$ cat src/hdl/skht_pkg.sv
// ----------------------------------------------------------------------------
// skht_pkg: shared types for the string keyed hash table
// Beat payloads, op codes, controller states and control/status bundles.
// ----------------------------------------------------------------------------
`default_nettype none

package skht_pkg;

  localparam logic [19:0] HASH_MULT  = 20'd1000003;
  localparam int          SEED_SHIFT = 7;

  typedef enum logic [1:0] {
    OP_GET    = 2'd0,
    OP_EXISTS = 2'd1,
    OP_INSERT = 2'd2,
    OP_REMOVE = 2'd3
  } op_t;

  typedef struct packed {
    op_t         op;
    logic [7:0]  key_byte;
    logic        key_last;
    logic [31:0] data_in;
  } item_t;

  typedef struct packed {
    logic [31:0] entry_data;
    logic        present;
    logic [9:0]  slot_index;
    logic        key_too_long;
  } result_t;

  typedef enum logic [3:0] {
    ST_CLEAR,
    ST_IDLE,
    ST_MUL_LO,
    ST_MUL_HI,
    ST_ADD,
    ST_PREP,
    ST_DIV,
    ST_READ,
    ST_WRITE
  } state_t;

  typedef struct packed {
    logic clr_step;
    logic accept;
    logic mul_lo;
    logic mul_hi;
    logic add;
    logic prep;
    logic div_step;
    logic commit;
  } cmd_t;

  typedef struct packed {
    logic clr_done;
    logic div_done;
    logic last;
    logic overflow;
  } status_t;

endpackage

`default_nettype wire

$ cat src/hdl/skht_ctrl.sv
// ----------------------------------------------------------------------------
// skht_ctrl: sequencer for the hash table
// Steps clear sweep, per-byte multiply, remainder loop and table update.
// ----------------------------------------------------------------------------
`default_nettype none

module skht_ctrl
  import skht_pkg::*;
(
  input  wire logic    clk,
  input  wire logic    rst,
  input  wire logic    start,
  output logic         busy,
  input  wire status_t status,
  output cmd_t         cmd
);

  state_t state;
  state_t state_next;

  always_ff @(posedge clk) begin
    if (rst) begin
      state <= ST_CLEAR;
    end else begin
      state <= state_next;
    end
  end

  always_comb begin
    state_next = state;
    case (state)
      ST_CLEAR:  if (status.clr_done) state_next = ST_IDLE;
      ST_IDLE:   if (start) state_next = ST_MUL_LO;
      ST_MUL_LO: state_next = ST_MUL_HI;
      ST_MUL_HI: state_next = ST_ADD;
      ST_ADD:    state_next = status.last ? ST_PREP : ST_IDLE;
      ST_PREP:   state_next = status.overflow ? ST_IDLE : ST_DIV;
      ST_DIV:    if (status.div_done) state_next = ST_READ;
      ST_READ:   state_next = ST_WRITE;
      ST_WRITE:  state_next = ST_IDLE;
      default:   state_next = ST_CLEAR;
    endcase
  end

  always_comb begin
    cmd  = '0;
    busy = 1'b1;
    case (state)
      ST_CLEAR:  cmd.clr_step = 1'b1;
      ST_IDLE: begin
        busy       = 1'b0;
        cmd.accept = start;
      end
      ST_MUL_LO: cmd.mul_lo   = 1'b1;
      ST_MUL_HI: cmd.mul_hi   = 1'b1;
      ST_ADD:    cmd.add      = 1'b1;
      ST_PREP:   cmd.prep     = 1'b1;
      ST_DIV:    cmd.div_step = 1'b1;
      ST_READ:   cmd          = '0;
      ST_WRITE:  cmd.commit   = 1'b1;
      default:   cmd          = '0;
    endcase
  end

endmodule

`default_nettype wire

$ cat config.mk
export PLATFORM = sky130hd
export DESIGN_NAME = skht_ctrl
export DESIGN_NICKNAME = d
export VERILOG_FILES = /design/src/hdl/skht_pkg.sv /design/src/hdl/skht_ctrl.sv
export SDC_FILE = /design/constraint.sdc
export NUM_CORES = 1
export LEC_CHECK = 0
export BUFFER_PORTS_ARGS = -buffer_cell sky130_fd_sc_hd__buf_2
export CAP_MARGIN = 10
export CORE_AREA = 8 8 45 47
export CTS_BUF_LIST = sky130_fd_sc_hd__clkbuf_4 sky130_fd_sc_hd__clkbuf_8 sky130_fd_sc_hd__clkbuf_16
export DETAILED_ROUTE_END_ITERATION = 6
export DIE_AREA = 0 0 53 55
export PLACE_DENSITY_LB_ADDON = 0.05
export SYNTH_ARGS = -nofsm -noshare
export SYNTH_HDL_FRONTEND = slang
export SYNTH_SLANG_ARGS = --single-unit
$ cat constraint.sdc
create_clock -name clk -period 2.55 [get_ports clk]
set_clock_uncertainty 0.2 [all_clocks]
set_input_delay 0.3825 -clock clk [delete_from_list [all_inputs] [get_ports clk]]
set_output_delay 0.3825 -clock clk [all_outputs]
set_load 0.02 [all_outputs]
Word level (Yosys, flattened, before mapping) --
Index checks and enable logic that the tools add are counted.
Storage, ports and cells: register bits 4, input port bits 7, word-level logic and storage cells 29, output and inout bits 9
Operators by class: multiplexer cells 15, reductions and logical operators 2, eq/ne operators 11
Operators with widths (count):
- one-hot mux 4 bit (9 select lines) | 1
- == test 4 x 3 -> 1 bit, second input constant | 4
- two-way mux 4 bit | 3
- two-way mux 1 bit | 9
- == test 4 x 2 -> 1 bit, second input constant | 2
- two-way mux 3 bit | 2
- inequality test 2 bit, second input constant | 3
- == test 4 x 1 -> 1 bit, second input constant | 1
- == test 4 bit, second input constant | 1
- logical NOT 4 bit | 1
- AND reduction 3 bit | 1

Logic depth before layout (Yosys ltp) --
depth after elaboration 3, gate-level depth with buffers 5, depth with buffers taken out 4

Worst setup path after synthesis --
OpenSTA, ideal clock, no wires.
kind register to output, start point register state[1], end point output port cmd[0] (netlist name), data required time 1.967 ns, arrival 1.221 ns, path slack 0.747 ns, buffers on the path 1, cell stages (with the launch flop) 3, path through dfxtp_1 > buf_6 > nor4b_1
RTL lines:
- from (decl) | line skht_ctrl.sv:18 | state_t state;
- from (signal assigned) | line skht_ctrl.sv:25 | state <= state_next;
- to (decl) | line skht_ctrl.sv:15 | output cmd_t cmd

==> impl_results.md <==
* Final period util at 0.825
* IO buf count at 15
* Worst R2R End: state[0]
* # setup viols final at 0
* Worst reg2reg setup slack at between 0.8 and 0.9 ns
* Clock sink total at 4
* Yosys Warn Count at 0
* Max-cap violations at 0
* Hold Crit Depth at 2
* Hold WS at 0.154 ns
* Total Neg Setup Slack at 0 ns
* GRT Total Usage at 0.0693
* Die Span Y at 55 um
* Wire per inst at ~13 um
* RSZ-0062 raised after global routing: false
* # Post-CTS Setup Buffers at 0
* Vias in the first global route at between 300 and 400
* CTS Buf Count at 3
* Drt initial violations at 2
* Max incr delay on CP at between 0.5 and 0.6 ns
* Most frequent cells in the layout: buf_2, nor3_1, nor2_1, dfxtp_1, clkbuf_4
* PD cells at 532 nW/um2
* FF+latch count, synth at 4
* Cell leakage power at between 0.15 and 0.2 nW
* DIE AREA at approximately 3000 um2
* Max rail drop VDD at 0.322 mV
* R2R depth at 4
* # resized after CTS at 0
* Largest regs: state: 4 flops
* Number of flip-flops in the largest register at 4
* Starting density of the core at 0.236
* Worst r2r src: state[0]
* DRC viols at 0
* Largest net degree at the start of global routing at 13
* EDFF count, synth at 0
* Share of cells above drive strength 1 at 0.434
* Fmax at about 480 MHz
* Crit-path max FO at 12
* Nets at a little over 60
* Worst setup SP type: register
* Row count at 14
* Total gr overflow at 0
* Clk pin slew, worst setup/hold paths at around 0.040 ns
* Area grow syn2layout at 23.4%
* Crit path capture type: output pin
* CP Class: reg2out
* Critical Path RT at between 1.5 and 2 ns
* Via density per instance at 5.13
* Hold Fails Final Rpt at 0
* HP Class: in2reg
* Status: completed
* I/O Pins at 16
* Slew Limit Fails at 0
* Core area at 1380 um2
* Worst hold path startpoint: rst
* Clock root buffer: clkbuf_4
* Cts hold-fix bufs at 0
* Initial antenna violation count at 0
* Placer Congestion at about 0.65
* Netlist Area Pre-Place at between 300 and 400 um2
* First drt pass iteration count at 2
* Largest Register: state
* Critical path arrival at about 1.5 ns
* Clk buf depth at 2
* WL final at 919 um
* Register area share after synthesis at 0.245
* Hold path endpoint: state[3]
* CP max stage cell: dfxtp_1
* DP Wirelength at a little over 700 um
* Ys flop type: dfxtp_1
* Die outline width at between 50 and 60 um
* Syn_area_per_cell at roughly 8.4 um2
* Synth Instances at 39
* Commonest non-fill, non-tap cell in the layout: buf_2
* Async S/R FF share, synth at 0
* Max-slew headroom at 0.724
* Worst slew pin tran at 0.414 ns
* Diodes inserted at 0
* CTS tree: done
* Final ANT Viol Nets at 0
* Tmin final at approximately 2.1 ns
* CTS H-tree lvls at 1
* Post-synth cell types at 23
* Via count at approximately 350
* Crit path cell chain: or2b_2 -> nor3_1 -> buf_2
* Clock latency at the later pin of the worst-skew pair at roughly 0.24 ns
* Synthesized Nets at 46
* Global-route wire length before repair at between 1500 and 2000 um
synthesized netlist by cell type (2+ instances only):
library cell,count,share of area
nor2_1,4,0.046
buf_6,3,0.10
nor3_1,5,0.077
nand2_1,2,0.023
dfxtp_1,4,0.25
and3_1,2,0.038
nor4_1,2,0.038
o32a_1,2,0.061
layout make-up:
type	instances	area, um2
fillers	157	981
well taps	16	20.0
repair buffers	15	75.1
clock buffers	3	22.5
multi-input cells	31	205
flip-flops and latches	4	80.1
power by group:
group          internal, mW  switching [mW]
combinational        0.0267          0.0292
sequential           0.0669          0.0116
clock                0.0527          0.0272
total                 0.146          0.0680
per-stage QoR:
stage	util	worst slack, ns	std cells	area [um2]	total power, mW
CTS	0.291	0.465	69	403	0.217
finish	0.291	0.446	69	403	0.214
global placement	0.275	0.757	66	380	0.137
floorplan	-	0.747	39	327	0.123
detailed placement	0.275	0.729	66	380	0.136
global route	0.291	0.388	69	403	0.230
cells by family after synthesis:
kind of cell / Yosys count / synth area share
DFF: 4 / 0.245
AOI/OAI and AO/OA: 6 / 0.142
muxes: 2 / 0.0651
and+or+nand+nor: 23 / 0.421
buffers and inverters: 4 / 0.126
how the worst max path moves through the flow:
stage | from | to | slack [ns] | depth (start not counted)
after CTS | state[2] | cmd[3] | 0.47 | 3
final | state[2] | cmd[3] | 0.45 | 3
after floorplan | state[1] | cmd[0] | 0.75 | 2
after detailed placement | state[2] | cmd[3] | 0.73 | 3
after global placement | state[2] | cmd[3] | 0.76 | 3
after global routing | state[2] | cmd[3] | 0.39 | 3
critical path: cells and delay by family, from the launching register on:
family / cells / cell delay, ns
and+or+nand+nor: 2 / 0.52
DFF: 1 / 0.56
buffers and inverters: 1 / 0.19
per-layer routing:
layer	global-route usage	vias to the layer above	routed length [um]
met5	0	-	0
met4	0.0129	0	0
met3	0.0455	0	68
met2	0.111	11	437
met1	0.0758	170	413
li1	-	173	-
Power figures use the tool's default switching activity.
